`config.mk`:
```
export PLATFORM = sky130hd
export DESIGN_NAME = utf8_to_utf16_decoder_unit
export DESIGN_NICKNAME = d
export VERILOG_FILES = /design/src/utd_pkg.sv /design/src/utd_result_queue.sv /design/src/utf8_to_utf16_decoder_unit.sv
export SDC_FILE = /design/constraint.sdc
export NUM_CORES = 1
export LEC_CHECK = 0
export BUFFER_PORTS_ARGS = -buffer_cell sky130_fd_sc_hd__buf_4
export CAP_MARGIN = 20
export CORE_AREA = 2 2 222 224
export CTS_CLUSTER_SIZE = 14
export DETAILED_ROUTE_END_ITERATION = 6
export DIE_AREA = 0 0 224 226
export PLACE_DENSITY_LB_ADDON = 0.1
export SKIP_LAST_GASP = 1
export SLEW_MARGIN = 30
export SYNTH_ARGS = -nofsm -noshare
export SYNTH_HDL_FRONTEND = slang
export SYNTH_SLANG_ARGS = --single-unit
export TNS_END_PERCENT = 5
```
`constraint.sdc`:
```
create_clock -name clk -period 14.9 [get_ports clk]
set_clock_uncertainty 0.2 [all_clocks]
set_input_delay 4.47 -clock clk [delete_from_list [all_inputs] [get_ports clk]]
set_output_delay 4.47 -clock clk [all_outputs]
set_load 0.05 [all_outputs]
```
`src/utd_pkg.sv`:
```
// ----------------------------------------------------------------------------
// UTF-8 to UTF-16 decoder package
// Shared result type, result kinds and result queue sizing.
// ----------------------------------------------------------------------------
package utd_pkg;

  // Result kinds
  localparam logic [1:0] KIND_UNIT  = 2'd0;
  localparam logic [1:0] KIND_END   = 2'd1;
  localparam logic [1:0] KIND_ERROR = 2'd2;
  localparam logic [1:0] KIND_FULL  = 2'd3;

  // Result queue: one item causes at most two results.
  localparam int RES_DEPTH    = 4;
  localparam int RES_PTR_BITS = $clog2(RES_DEPTH);

  typedef struct packed {
    logic [15:0] code_unit;
    logic [15:0] char_count;
    logic [1:0]  kind;
    logic        last_result;
  } result_t;

  // Write request into the result queue: up to two results in order.
  typedef struct packed {
    logic [1:0]  count;
    result_t [1:0] item;
  } push_req_t;

endpackage

```
`src/utd_result_queue.sv`:
```
// ----------------------------------------------------------------------------
// UTF-8 decoder result queue
// Small queue that takes up to two results per cycle and hands out one.
// ----------------------------------------------------------------------------
module utd_result_queue (
  input  logic               clk,
  input  logic               rst,
  input  utd_pkg::push_req_t push,
  input  logic               pop,
  output utd_pkg::result_t   head,
  output logic               not_empty,
  output logic               room
);
  import utd_pkg::*;

  result_t                 entries [RES_DEPTH];
  logic [RES_PTR_BITS-1:0] wr_ptr;
  logic [RES_PTR_BITS-1:0] rd_ptr;
  logic [RES_PTR_BITS:0]   fill;
  logic [RES_PTR_BITS:0]   fill_next;
  logic                    do_pop;

  assign do_pop    = pop && (fill != '0);
  assign not_empty = (fill != '0);
  assign head      = entries[rd_ptr];
  // Room for the worst case of two results from one transfer.
  assign room      = (fill <= (RES_PTR_BITS+1)'(RES_DEPTH - 2));

  always_comb begin
    fill_next = fill + (RES_PTR_BITS+1)'(push.count);
    if (do_pop) begin
      fill_next = fill_next - (RES_PTR_BITS+1)'(1);
    end
  end

  always_ff @(posedge clk) begin
    if (rst) begin
      wr_ptr <= '0;
      rd_ptr <= '0;
      fill   <= '0;
    end else begin
      wr_ptr <= wr_ptr + RES_PTR_BITS'(push.count);
      if (do_pop) begin
        rd_ptr <= rd_ptr + RES_PTR_BITS'(1);
      end
      fill <= fill_next;
    end
  end

  always_ff @(posedge clk) begin
    if (push.count != 2'd0) begin
      entries[wr_ptr] <= push.item[0];
    end
    if (push.count == 2'd2) begin
      entries[wr_ptr + RES_PTR_BITS'(1)] <= push.item[1];
    end
  end

endmodule

```
`src/utf8_to_utf16_decoder_unit.sv`:
```
// ----------------------------------------------------------------------------
// UTF-8 to UTF-16 decoder unit
// Streams UTF-8 bytes of framed strings into 16-bit code units and reports.
// ----------------------------------------------------------------------------
// The unit takes one UTF-8 byte per transfer on the data channel, framed by
// first_byte and last_byte, and returns 16-bit code units (basic plane only,
// no surrogates) followed by one closing report per string on the result
// channel. A byte can be taken every clock cycle that data_ready is high.
// Its decode is a single pass of masking and counting between the decoder
// state registers and a four-entry result queue, so a result is available
// at the earliest in the cycle after the transfer that causes it. A byte
// yields at most two results (a unit and the closing report), and the queue
// drains at most one result per cycle. data_ready drops whenever the queue
// holds more than two results. That happens when the consumer stalls, and
// also when closing bytes that each give two results arrive back to back,
// since they make results faster than one per cycle. Leads of four to six
// bytes give the substitute unit 0xFF1F, bad leads (10xxxxxx, 0xFE, 0xFF)
// close the string with an error report, and a leading byte-order mark
// EF BB BF is dropped and not counted. When output_capacity is nonzero, the
// string is closed with a full report at the first lead found once that
// many characters have been converted; when it is zero, only the closing
// report is given. Bytes that arrive outside a string are taken and ignored.
module utf8_to_utf16_decoder_unit #(
  parameter int COUNT_BITS = 16
) (
  input  logic        clk,
  input  logic        rst,
  // configuration port
  input  logic        psel,
  input  logic        penable,
  input  logic        pwrite,
  input  logic [2:0]  paddr,
  input  logic [31:0] pwdata,
  output logic [31:0] prdata,
  output logic        pready,
  // byte input channel
  input  logic        data_valid,
  output logic        data_ready,
  input  logic [7:0]  data_byte,
  input  logic        first_byte,
  input  logic        last_byte,
  // result channel
  output logic        result_valid,
  input  logic        result_ready,
  output logic [15:0] code_unit,
  output logic [15:0] char_count,
  output logic [1:0]  kind,
  output logic        last_result
);
  import utd_pkg::*;

  // The count is compared against the 16-bit capacity at the wider width.
  localparam int CMP_W = (COUNT_BITS > 16) ? COUNT_BITS : 16;

  // Register word index taken from the byte address.
  localparam logic REG_OUTPUT_CAPACITY = 1'b0;

  // String phase codes.
  localparam logic [1:0] PHASE_IDLE   = 2'd0;
  localparam logic [1:0] PHASE_ACTIVE = 2'd1;
  localparam logic [1:0] PHASE_DONE   = 2'd2;

  // Sequence length announced by a lead byte; zero for an invalid lead.
  function automatic logic [2:0] lead_length(input logic [7:0] b);
    logic [2:0] len;
    case (b) inside
      [8'h00:8'h7F]: len = 3'd1;
      [8'hC0:8'hDF]: len = 3'd2;
      [8'hE0:8'hEF]: len = 3'd3;
      [8'hF0:8'hF7]: len = 3'd4;
      [8'hF8:8'hFB]: len = 3'd5;
      [8'hFC:8'hFD]: len = 3'd6;
      default:       len = 3'd0;
    endcase
    return len;
  endfunction

  // Low 16 bits of the count, zero-extended when the count is narrower.
  function automatic logic [15:0] low16(input logic [COUNT_BITS-1:0] c);
    logic [CMP_W-1:0] w;
    w = CMP_W'(c);
    return w[15:0];
  endfunction

  // Configuration register
  logic [15:0] output_capacity;
  logic        cfg_write;

  // Decoder state registers
  logic [2:0]            bytes_pending;
  logic [2:0]            sequence_length;
  logic [15:0]           code_accumulator;
  logic [COUNT_BITS-1:0] converted_count;
  logic [1:0]            phase;
  logic                  mark_check_pending;

  logic [2:0]            bytes_pending_next;
  logic [2:0]            sequence_length_next;
  logic [15:0]           code_accumulator_next;
  logic [COUNT_BITS-1:0] converted_count_next;
  logic [1:0]            phase_next;
  logic                  mark_check_pending_next;

  // Single-pass decode signals
  logic        data_take;
  logic        live;
  logic [2:0]  lead_len;
  logic        closed;
  logic        char_go;
  logic        char_nomark;
  logic [15:0] char_value;
  logic        mark_skip;
  logic        unit_go;
  logic        fin_go;
  logic [1:0]  fin_kind;
  logic [15:0] fin_count;
  logic        cap_on;
  result_t     unit_res;
  result_t     fin_res;
  push_req_t   push;
  result_t     head;
  logic        queue_room;
  logic        queue_pop;

  // ------------------------------------------------------------------------
  // Configuration port. Writes complete in the access phase; pready is
  // always high, so there are no wait states.
  // ------------------------------------------------------------------------
  assign pready    = 1'b1;
  assign cfg_write = psel && penable && pwrite && pready;

  always_ff @(posedge clk) begin
    if (rst) begin
      output_capacity <= '0;
    end else if (cfg_write && (paddr[2] == REG_OUTPUT_CAPACITY)) begin
      output_capacity <= pwdata[15:0];
    end
  end

  assign prdata = (paddr[2] == REG_OUTPUT_CAPACITY) ? {16'h0000, output_capacity} : '0;

  assign cap_on = (output_capacity != 16'h0000);

  // ------------------------------------------------------------------------
  // Decode. All work for one byte is done here in one pass: restart on a
  // first byte, lead or continuation handling, the truncated-sequence close
  // on a last byte, and finally the character bookkeeping (mark drop and
  // saturating count). A byte makes at most one character.
  // ------------------------------------------------------------------------
  assign data_take = data_valid && data_ready;
  assign live      = first_byte || (phase == PHASE_ACTIVE);
  assign lead_len  = lead_length(data_byte);

  always_comb begin
    bytes_pending_next      = bytes_pending;
    sequence_length_next    = sequence_length;
    code_accumulator_next   = code_accumulator;
    converted_count_next    = converted_count;
    phase_next              = phase;
    mark_check_pending_next = mark_check_pending;
    closed      = 1'b0;
    char_go     = 1'b0;
    char_nomark = 1'b0;
    char_value  = 16'h0000;
    mark_skip   = 1'b0;
    unit_go     = 1'b0;
    fin_go      = 1'b0;
    fin_kind    = KIND_END;
    fin_count   = 16'h0000;

    if (first_byte) begin
      bytes_pending_next      = 3'd0;
      sequence_length_next    = 3'd1;
      code_accumulator_next   = 16'h0000;
      converted_count_next    = '0;
      phase_next              = PHASE_ACTIVE;
      mark_check_pending_next = (data_byte == 8'hEF);
    end

    if (bytes_pending_next == 3'd0) begin
      if (lead_len == 3'd0) begin
        // Invalid lead closes the string with an error report.
        fin_go     = 1'b1;
        fin_kind   = KIND_ERROR;
        fin_count  = 16'h0000;
        phase_next = PHASE_DONE;
        closed     = 1'b1;
      end else if (cap_on &&
                   (CMP_W'(converted_count_next) >= CMP_W'(output_capacity))) begin
        fin_go     = 1'b1;
        fin_kind   = KIND_FULL;
        fin_count  = low16(converted_count_next);
        phase_next = PHASE_DONE;
        closed     = 1'b1;
      end else begin
        sequence_length_next = lead_len;
        case (lead_len)
          3'd1: begin
            char_go    = 1'b1;
            char_value = {8'h00, data_byte};
          end
          3'd2: begin
            code_accumulator_next = {5'b00000, data_byte[4:0], 6'b000000};
            bytes_pending_next    = 3'd1;
          end
          3'd3: begin
            code_accumulator_next = {data_byte[3:0], 12'h000};
            bytes_pending_next    = 3'd2;
          end
          default: begin
            // Four- to six-byte lead: substitute unit now, skip the rest.
            char_go            = 1'b1;
            char_nomark        = 1'b1;
            char_value         = 16'hFF1F;
            bytes_pending_next = lead_len - 3'd1;
          end
        endcase
      end
    end else begin
      if ((sequence_length_next == 3'd3) && (bytes_pending_next == 3'd2)) begin
        code_accumulator_next = code_accumulator_next | {4'h0, data_byte[5:0], 6'b000000};
        if (data_byte != 8'hBB) begin
          mark_check_pending_next = 1'b0;
        end
      end else if (sequence_length_next <= 3'd3) begin
        code_accumulator_next = code_accumulator_next | {10'h000, data_byte[5:0]};
        if (data_byte != 8'hBF) begin
          mark_check_pending_next = 1'b0;
        end
      end
      bytes_pending_next = bytes_pending_next - 3'd1;
      if ((bytes_pending_next == 3'd0) && (sequence_length_next <= 3'd3)) begin
        char_go    = 1'b1;
        char_value = code_accumulator_next;
      end
    end

    if (last_byte && !closed) begin
      // A truncated sequence is closed with zeros for its missing bytes and
      // is never taken as a byte-order mark.
      if ((bytes_pending_next != 3'd0) && (sequence_length_next <= 3'd3)) begin
        mark_check_pending_next = 1'b0;
        char_go                 = 1'b1;
        char_value              = code_accumulator_next;
      end
      bytes_pending_next = 3'd0;
      fin_go             = 1'b1;
      fin_kind           = KIND_END;
      phase_next         = PHASE_DONE;
    end

    // Character bookkeeping: a pending mark swallows the character.
    mark_skip = char_go && !char_nomark && mark_check_pending_next;
    if (mark_skip) begin
      mark_check_pending_next = 1'b0;
    end else if (char_go) begin
      if (!(&converted_count_next)) begin
        converted_count_next = converted_count_next + COUNT_BITS'(1);
      end
      unit_go = cap_on;
    end

    if (fin_go && (fin_kind == KIND_END)) begin
      fin_count = low16(converted_count_next);
    end
  end

  always_ff @(posedge clk) begin
    if (rst) begin
      bytes_pending      <= '0;
      sequence_length    <= 3'd1;
      code_accumulator   <= '0;
      converted_count    <= '0;
      phase              <= PHASE_IDLE;
      mark_check_pending <= 1'b0;
    end else if (data_take && live) begin
      bytes_pending      <= bytes_pending_next;
      sequence_length    <= sequence_length_next;
      code_accumulator   <= code_accumulator_next;
      converted_count    <= converted_count_next;
      phase              <= phase_next;
      mark_check_pending <= mark_check_pending_next;
    end
  end

  // ------------------------------------------------------------------------
  // Results of one transfer go into the queue in order: the unit first,
  // then the closing report.
  // ------------------------------------------------------------------------
  always_comb begin
    unit_res.code_unit   = char_value;
    unit_res.char_count  = low16(converted_count_next);
    unit_res.kind        = KIND_UNIT;
    unit_res.last_result = 1'b0;
    fin_res.code_unit    = 16'h0000;
    fin_res.char_count   = fin_count;
    fin_res.kind         = fin_kind;
    fin_res.last_result  = 1'b1;

    push.item[0] = unit_go ? unit_res : fin_res;
    push.item[1] = fin_res;
    if (data_take && live) begin
      push.count = {1'b0, unit_go} + {1'b0, fin_go};
    end else begin
      push.count = 2'd0;
    end
  end

  assign data_ready = queue_room;
  assign queue_pop  = result_ready;

  utd_result_queue u_queue (
    .clk       (clk),
    .rst       (rst),
    .push      (push),
    .pop       (queue_pop),
    .head      (head),
    .not_empty (result_valid),
    .room      (queue_room)
  );

  assign code_unit   = head.code_unit;
  assign char_count  = head.char_count;
  assign kind        = head.kind;
  assign last_result = head.last_result;

`ifndef SYNTHESIS
  // Input backpressure only comes from a queue holding undelivered results.
  a_ready_only_when_backlog: assert property (@(posedge clk) disable iff (rst)
    !data_ready |-> result_valid)
    else $error("data_ready low with an empty result queue");

  // Only a code unit is non-final; every report closes its string.
  a_final_matches_kind: assert property (@(posedge clk) disable iff (rst)
    result_valid |-> (last_result == (kind != KIND_UNIT)))
    else $error("last_result does not match the result kind");

  // A transfer in a string carrying last_byte closes the string.
  a_last_closes: assert property (@(posedge clk) disable iff (rst)
    (data_take && live && last_byte) |=> (phase == PHASE_DONE))
    else $error("string not closed after its last byte");

  // Continuation bytes are only outstanding inside an open string.
  a_pending_in_string: assert property (@(posedge clk) disable iff (rst)
    (bytes_pending != 3'd0) |-> (phase == PHASE_ACTIVE))
    else $error("bytes pending outside an open string");
`endif

endmodule
```
==> results of run 1 <==
==> metrics by stage <==
stage	total power, mW	hold slack, ns	util, %
final	1.82	0.252	29.0
after global routing	1.91	0.272	29.0
after CTS	1.84	0.257	29.0
after detailed placement	1.21	0.242	27.3
after global placement	1.21	0.231	27.3
after floorplan	1.03	0.220	-
==> final cells by class <==
class	instances	area share, %
Multi-Input combinational cell	1034	46.5
Clock inverter	19	1.02
Sequential cell	206	34.5
Clock buffer	29	5.01
Tap cell	622	5.55
Inverter	48	1.28
Antenna cell	1	0.0178
Timing Repair Buffer	114	6.10
==> worst min-delay path by stage <==
stage | from | end | slack (ns)
5_1_grt | u_queue.entries[2][19] | u_queue.entries[2][19] | 0.27
6_report | u_queue.entries[3][24] | u_queue.entries[3][24] | 0.25
3_3_place_gp | u_queue.entries[1][20] | u_queue.entries[1][20] | 0.23
3_5_place_dp | u_queue.entries[1][23] | u_queue.entries[1][23] | 0.24
4_1_cts | u_queue.entries[3][24] | u_queue.entries[3][24] | 0.26
2_1_floorplan | u_queue.entries[2][19] | u_queue.entries[2][19] | 0.22
==> cells by family (layout without fill, tap and decap cells) <==
kind of cell	count (synthesis)	in the layout	synth area share, %
multiplexers	38	38	6.86
AND/OR/NAND/NOR	512	512	19.7
other	2	18	0.0628
AO/OA/AOI/OAI	429	429	23.5
flip-flops	206	206	40.5
adder cells (fa/ha/maj)	28	28	2.99
XOR/XNOR	10	10	0.732
buffers and inverters	154	210	5.68
==> cell usage after synthesis, types with 7 or more instances <==
cell type	instances
and3_1	9
a21oi_1	107
o31ai_1	11
o311ai_0	7
a221oi_1	11
dfxtp_1	134
clkbuf_1	66
ha_1	27
a22oi_1	14
nand4_1	9
o22ai_1	16
nand2b_1	7
a211oi_1	8
mux4_2	35
nor2_1	152
a221o_1	17
a31oi_1	20
a22o_1	24
buf_4	21
nor3_1	34
buf_2	11
or3_1	15
inv_1	47
nand2_1	184
nor2b_1	23
o21ai_0	118
edfxtp_1	72
o221ai_1	12
nand3_1	44
==> critical path: stages <==
cell and delay, ns:
buf_4 0.40, inv_1 0.58, nand2_1 0.33, clkinv_1 0.39
ha_1 0.43, nor3_1 0.05, nor3_1 0.22, o21ai_2 0.11
a211oi_2 0.51, buf_4 0.26, nor2_1 0.15, a221oi_1 0.51
a31o_1 0.22, buf_4 0.35, nand2_1 0.12, nand2_1 0.51
inv_1 0.31, ha_1 0.47, o21ai_0 0.51, nor3_2 0.09
nor2_1 0.12, buf_4 0.28, inv_1 0.07, buf_4 0.24
a21oi_1 0.79, nor2_1 0.10, o21ai_0 0.19, o221ai_1 0.17
==> sequential cells by signal, indices dropped and copies added, names as in the netlist, named ones only <==
| name | cells |
|---|---|
| mark_check_pending | 1 |
| u_queue.entries | 140 |
| output_capacity | 16 |
| u_queue.rd_ptr | 2 |
| phase | 2 |
| u_queue.fill | 3 |
| converted_count | 16 |
| bytes_pending | 3 |
| sequence_length | 3 |
| u_queue.wr_ptr | 2 |
| code_accumulator | 16 |
==> power groups by stage <==
stage | Sequential, mW | Clock [mW] | Combinational [mW]
2_1_floorplan | 0.652 | 0 | 0.383
3_3_place_gp | 0.661 | 0 | 0.545
3_5_place_dp | 0.662 | 0 | 0.548
4_1_cts | 0.650 | 0.644 | 0.549
5_1_grt | 0.655 | 0.668 | 0.585
6_report | 0.651 | 0.623 | 0.544
==> layer usage <==
layer | routed length, um | part of all wire (%)
met1 | 22200 | 49
met2 | 19700 | 43
met3 | 2670 | 5.9
met4 | 1010 | 2.2
met5 | 0 | 0
==> qor.csv, run 1 <==
metric;value;unit
mapped cell area;12000;um^2
Post-synth EDFFs;72;
critical path class;in -> reg;
DP Wirelength;32200;um
IO Count;122;
final WL;45600;um
Flop pwr share;35.8;%
Final Non-Filler Cells;2073;
Root Driver;clkbuf_16;
via count;10900;
setup violators final;0;
CTS Buf Count;26;
crit path to;u_queue.entries[0][8];
register area share after synthesis;40.5;%
Syn-to-layout area delta;17.3;%
internal cell power;1.15;mW
max-slew violations;0;
busiest grt layer;met2;
dpl cells;2024;
WHS Path Cells;2;
synth unique cells;81;
ANT nets after route;0;
Clk pwr share;34.3;%
commonest non-fill, non-tap cells in the layout;184 x nand2_1, 151 x nor2_1, 132 x dfxtp_1;
CTS resizes;0;
CTS Buffer Depth;3;
PD cells;129;nW/um^2
PnR worst setup slack;1.93;ns
class of the worst hold path;reg -> reg;
Design Area, Final;14000;um^2
first-pass GRT wire length;69000;um
VDD IR max;0.0810;mV
post-CTS setup buffers;0;
Reg area;4850;um^2
vias per std cell;5.25;
RSZ-0062 raised after global routing;no;
DP Area;13200;um^2
Sw Share;36.8;%
largest net degree at the start of global routing;66;
CTS tree;yes;
Setup TNS Final;0;ns
flops & latches, synth;206;
first drt pass iteration count;5;
Top FF cell, synth;dfxtp_1;
Final nets;1510;
DRT iter0 DRCs;846;
top post-synthesis cells by area;dfxtp_1 22%, edfxtp_1 18%, mux4_2 6.6%;
Reg2Reg Depth;26;
total global-route track usage;18.0;%
fin crit share;87.1;%
total grt overflow;0;
ys async rst share;0;%
die width;224;um
critical path capture point type;flip-flop;
routability congestion estimate;0.869;
Fmax;77.1;MHz
Final Hold Fails;0;
vias in the first global route;10600;
Clock Latency Late Sink;0.54;ns
r2r setup slk;6.67;ns
reg2reg start;converted_count[4];
share of power burned in combinational logic;29.9;%
normalized max-slew margin;32.3;%
area of the core;48300;um^2
initial antenna violation count;1;
Worst Setup SP;first_byte;
grt met1 use;26.0;%
grt met2 use;27.4;%
DRC errors left;0;
top cell type's share of synthesized area;22.4;%
hold buffers post-CTS;0;
Max-cap violations;0;
cell taking the most area after synthesis;dfxtp_1;
worst endpoint required time;14.95;ns
status;finished clean;
R2R Path End;u_queue.entries[0][8];
leak pwr;4.92;nW
CTS H-Tree Depth;1;
layout cells sized above 1;15.9;%
worst-margin pin slew;1.01;ns
Net Switching;669;uW
critical path arrival;13.03;ns
WL per Instance;22.0;um
GR Util met3;3.29;%
clock sinks;206;
pre-CTS setup slack;1.40;ns
Die Span Y;226;um
Port Buffers;86;
clock-pin slew on the worst setup and hold paths;0.06;ns
post-synthesis instance total;1379;
CP Launch Type;primary input;
Rows;81;
Die ar.;50600;um^2
most common cell after layout, fill and taps aside;nand2_1;
multi-input logic area;6520;um^2
starting density of the core;24.8;%
Tmin final;12.97;ns
Synth Area per Inst;8.68;um^2
# fillers;5107;
critical-path maximum fanout;45;
Syn. warnings;0;
Note: power is estimated with default switching activity, not from simulation.
==> run 2, diff against run 1 <==
--- a/config.mk
+++ b/config.mk
@@ -12,6 +12,7 @@
 export DETAILED_ROUTE_END_ITERATION = 6
 export DIE_AREA = 0 0 224 226
 export PLACE_DENSITY_LB_ADDON = 0.1
+export RECOVER_POWER = 50
 export SKIP_LAST_GASP = 1
 export SLEW_MARGIN = 30
 export SYNTH_ARGS = -nofsm -noshare
==> qor.csv, run 2 (same netlist as run 1, synthesis figures left out) <==
metric;value;unit
CP Launch Type;primary input;
IO Count;122;
fin crit share;90.7;%
Design Area, Final;13800;um^2
largest net degree at the start of global routing;66;
via count;10900;
Reg2Reg Depth;26;
reg2reg start;converted_count[4];
Net Switching;669;uW
busiest grt layer;met2;
Tmin final;13.52;ns
grt met1 use;26.0;%
failing checks;max-capacitance violations, max-slew violations;
clock-pin slew on the worst setup and hold paths;0.06;ns
Sw Share;37.3;%
Die Span Y;226;um
vias in the first global route;10600;
R2R Path End;u_queue.entries[0][8];
Setup TNS Final;0;ns
DP Area;13200;um^2
Clk pwr share;34.8;%
CTS resizes;0;
Hold Crit Start;u_queue.entries[1][21];
most flop-heavy register;u_queue.entries;
class of the worst hold path;reg -> reg;
share of power burned in combinational logic;28.9;%
ANT nets after route;0;
max-slew violations;102;
Flop pwr share;36.3;%
first drt pass iteration count;5;
PnR worst setup slack;1.38;ns
VDD IR max;0.0810;mV
PD cells;130;nW/um^2
die width;224;um
total global-route track usage;18.0;%
grt met2 use;27.4;%
dpl cells;2024;
internal cell power;1.12;mW
DRT iter0 DRCs;780;
Die ar.;50600;um^2
Final Hold Fails;0;
WL per Instance;22.0;um
pre-CTS setup slack;1.40;ns
DP Wirelength;32200;um
total grt overflow;0;
Slowest-stage cell, CP;a211oi_1;
Most Frequent Cell on Critical Path;buf_4;
critical-path maximum fanout;45;
Syn-to-layout area delta;15.0;%
CTS H-Tree Depth;1;
final WL;45600;um
vias per std cell;5.26;
routability congestion estimate;0.869;
worst endpoint required time;14.95;ns
setup violators final;0;
most common cell after layout, fill and taps aside;nand2_1;
Port Buffers;86;
critical path class;in -> reg;
normalized max-slew margin;-145;%
Root Driver;clkbuf_16;
Final Non-Filler Cells;2073;
layout cells sized above 1;11.2;%
Hold EP;u_queue.entries[1][21];
critical path capture point type;flip-flop;
crit-path max cell delay;0.84;ns
area of the core;48300;um^2
leak pwr;4.66;nW
Max-cap violations;2;
RSZ-0062 raised after global routing;no;
post-CTS setup buffers;0;
WHS Path Cells;2;
Fmax;74.0;MHz
clock sinks;206;
Pwr Total;1.79;mW
Clock Latency Late Sink;0.54;ns
r2r setup slk;6.11;ns
initial antenna violation count;1;
status;complete, but fails checks;
hold buffers post-CTS;0;
CTS Buffer Depth;3;
Final nets;1510;
starting density of the core;24.8;%
Rows;81;
Largest register FFs;140;
# fillers;5142;
first-pass GRT wire length;69000;um
critical path arrival;13.57;ns
worst-margin pin slew;3.68;ns
GR Util met3;3.29;%
commonest non-fill, non-tap cells in the layout;184 x nand2_1, 151 x nor2_1, 132 x dfxtp_1;
DRC errors left;0;
CTS tree;yes;
CTS Buf Count;26;
run 2: cell type report:
cell class / instances / area, um^2 / share of cell area (%)
Antenna cell: 1 / 2.50 / 0.0182
Clock buffer: 29 / 703 / 5.11
Clock inverter: 19 / 143 / 1.04
Inverter: 48 / 180 / 1.31
Multi-Input combinational cell: 1034 / 6480 / 47.1
Sequential cell: 206 / 4850 / 35.2
Tap cell: 622 / 778 / 5.65
Timing Repair Buffer: 114 / 627 / 4.55
run 2: how the worst max path moves through the flow:
stage,from,end,cells after the start
2_1_floorplan,first_byte,u_queue.entries[0][8],29
3_3_place_gp,first_byte,u_queue.entries[0][8],28
3_5_place_dp,first_byte,u_queue.entries[0][8],28
4_1_cts,first_byte,u_queue.entries[0][8],28
5_1_grt,first_byte,u_queue.entries[0][8],28
6_report,first_byte,u_queue.entries[0][8],28
run 2: routing by layer:
layer,share of wire (%),routed length (um),vias up
met5,0,0,-
met4,2.2,1020,0
met3,5.9,2690,56
met2,43,19800,338
met1,49,22100,5336
li1,-,-,5179
run 2: power groups by stage:
stage	sequential, mW	clock (mW)	combinational, mW
floorplan	0.652	0	0.383
global placement	0.661	0	0.545
detailed placement	0.662	0	0.548
CTS	0.650	0.644	0.549
global route	0.655	0.668	0.558
finish	0.650	0.624	0.517
run 2: critical path, delay by kind of cell:
family / cells / cell delay [ns]
buffers and inverters: 9 / 3.01
AO/OA/AOI/OAI: 8 / 3.35
adder cells (fa/ha/maj): 2 / 0.91
AND/OR/NAND/NOR: 9 / 1.78
run 2: through the flow:
step	utilization [%]	hold slack (ns)
floorplan	-	0.220
global placement	27.3	0.231
detailed placement	27.3	0.242
CTS	29.0	0.257
global route	28.5	0.272
finish	28.5	0.251
==> run 3, diff against run 2 <==
--- a/config.mk
+++ b/config.mk
@@ -5,12 +5,13 @@
 export SDC_FILE = /design/constraint.sdc
 export NUM_CORES = 1
 export LEC_CHECK = 0
+export ABC_AREA = 1
 export BUFFER_PORTS_ARGS = -buffer_cell sky130_fd_sc_hd__buf_4
 export CAP_MARGIN = 20
-export CORE_AREA = 2 2 222 224
+export CORE_AREA = 2 2 227 229
 export CTS_CLUSTER_SIZE = 14
 export DETAILED_ROUTE_END_ITERATION = 6
-export DIE_AREA = 0 0 224 226
+export DIE_AREA = 0 0 229 231
 export PLACE_DENSITY_LB_ADDON = 0.1
 export RECOVER_POWER = 50
 export SKIP_LAST_GASP = 1
==> qor.csv, run 3 <==
metric;value;unit
status;complete, but fails checks;
failing checks;max-capacitance violations, max-slew violations;
RSZ-0062 raised after global routing;no;
Util after Layout;28.1;%
Largest register FFs;140;
critical path class;in -> reg;
clock-pin slew on the worst setup and hold paths;0.06;ns
critical path arrival;12.99;ns
total grt overflow;0;
post-synthesis instance total;1808;
DP Wirelength;30200;um
synth unique cells;53;
Port Buffers;86;
final hold slack;0.252;ns
register area share after synthesis;38.9;%
die width;229;um
setup violators final;0;
diodes inserted;0;
critical-path maximum fanout;41;
Hold EP;u_queue.entries[2][0];
hold buffers post-CTS;0;
vias in the first global route;11800;
most frequent cells after synthesis;498 x nand2_1, 218 x nand3_1, 171 x nor2_1;
IO Count;122;
initial antenna violation count;0;
dpl cells;2498;
fin crit share;87.0;%
starting density of the core;24.6;%
routability congestion estimate;0.809;
r2r setup slk;5.93;ns
count leader, synth;nand2_1;
top post-synthesis cells by area;dfxtp_1 22%, edfxtp_1 17%, nand2_1 15%;
largest net degree at the start of global routing;71;
top cell type's share of synthesized area;21.5;%
Syn-to-layout area delta;14.4;%
CP Launch Type;primary input;
Max-cap violations;5;
CTS Buf Count;25;
Final Non-Filler Cells;2543;
leak pwr;6.42;nW
PD cells;184;nW/um^2
normalized max-slew margin;-67.4;%
Setup TNS Final;0;ns
Synth Area per Inst;6.89;um^2
flops & latches, synth;206;
DRT iter0 DRCs;820;
WHS Path Cells;2;
Hold Crit Start;u_queue.entries[2][0];
Syn. warnings;0;
Tmin final;12.97;ns
total global-route track usage;16.9;%
DRC errors left;0;
max-slew violations;163;
area of the core;50700;um^2
final WL;45100;um
vias per std cell;4.75;
reg2reg start;converted_count[11];
Clock Latency Late Sink;0.55;ns
post-CTS setup buffers;0;
Final Hold Fails;0;
Rows;83;
clock sinks;206;
most flop-heavy register;u_queue.entries;
mapped cell area;12500;um^2
Reg2Reg Depth;26;
ys async rst share;0;%
Fmax;77.1;MHz
first drt pass iteration count;7;
ANT nets after route;0;
CTS H-Tree Depth;1;
worst endpoint required time;14.92;ns
commonest non-fill, non-tap cells in the layout;501 x nand2_1, 217 x nand3_1, 174 x nor2_1;
most common cell after layout, fill and taps aside;nand2_1;
Die ar.;52900;um^2
Die Span Y;231;um
R2R Path End;u_queue.entries[0][11];
first-pass GRT wire length;70600;um
via count;12100;
layout cells sized above 1;8.16;%
class of the worst hold path;reg -> reg;
Top FF cell, synth;dfxtp_1;
CTS resizes;0;
VDD IR max;0.0690;mV
CTS Buffer Depth;3;
critical path capture point type;flip-flop;
WL per Instance;17.7;um
cell taking the most area after synthesis;dfxtp_1;
PnR worst setup slack;1.93;ns
Root Driver;clkbuf_16;
pre-CTS setup slack;2.19;ns
worst-margin pin slew;2.51;ns
Post-synth EDFFs;72;
Final nets;1925;
CTS tree;yes;
-- run 3: cell types whose count changed after synthesis, sizes merged, moves of 24 or more --
| cell | previous run | this run |
|---|---|---|
| o21ai | 125 | 149 |
| nand2 | 186 | 505 |
| inv | 47 | 161 |
| a22o | 24 | 0 |
| mux4 | 35 | 0 |
| nor2 | 152 | 180 |
| a21oi | 109 | 85 |
| nand3 | 45 | 225 |
-- run 3: layer usage --
metal	vias to the layer above	global-route usage (%)	routed length (um)
li1	6082	-	-
met1	5601	23.9	21900
met2	347	27.5	20100
met3	53	1.93	2250
met4	0	4.20	866
met5	-	0	0
-- run 3: worst max path at each step --
stage | start | endpoint | depth (start not counted)
2_1_floorplan | paddr[2] | prdata[10] | 3
3_3_place_gp | first_byte | u_queue.entries[0][11] | 22
3_5_place_dp | first_byte | u_queue.entries[0][11] | 22
4_1_cts | first_byte | u_queue.entries[0][17] | 22
5_1_grt | first_byte | u_queue.entries[0][10] | 22
6_report | first_byte | u_queue.entries[0][11] | 23
-- run 3: final cells by class --
class,count,area [um^2]
Clock inverter,15,158
Multi-Input combinational cell,1340,6520
Clock buffer,30,674
Inverter,166,623
Sequential cell,206,4850
Fill cell,5716,36400
Timing Repair Buffer,106,589
Tap cell,680,851
-- run 3: power breakdown --
part / internal, mW / switching (mW) / total, mW
registers: 0.708 / 0.0492 / 0.758
logic: 0.271 / 0.971 / 1.24
clock network: 0.374 / 0.257 / 0.631
total: 1.35 / 1.28 / 2.63
-- run 3: worst max-delay path, cell delays in order --
cell and delay [ns]:
buf_4 0.43, inv_1 0.29, nand2_1 0.23, ha_1 0.19, ha_1 0.50, inv_1 0.57, nor2_1 0.66, nand2_1 0.33
a22oi_1 0.35, nand2_2 0.13, o21bai_4 0.47, nand4_4 0.31, nand2_4 0.41, inv_2 0.44, ha_1 0.21, inv_1 0.04
nor2_1 0.41, nand2_1 0.38, nor3_4 0.20, buf_4 0.33, clkinv_1 0.67, nand2_1 0.51, buf_4 0.36
-- run 3: cell families after synthesis --
| logic type | after synthesis | synth area share (%) |
|---|---|---|
| other cells | 2 | 0.0603 |
| fa+ha+maj | 28 | 2.87 |
| flops | 206 | 38.9 |
| simple gates | 977 | 34.3 |
| compound gates | 311 | 14.2 |
| buf+inv | 277 | 9.23 |
| xor+xnor | 7 | 0.492 |
-- run 3: metrics by stage --
step | power [mW] | instance area (um^2)
after detailed placement | 2.08 | 13700
after global routing | 2.81 | 14300
after floorplan | 1.68 | 12500
after CTS | 2.72 | 14500
final | 2.63 | 14300
after global placement | 2.07 | 13700
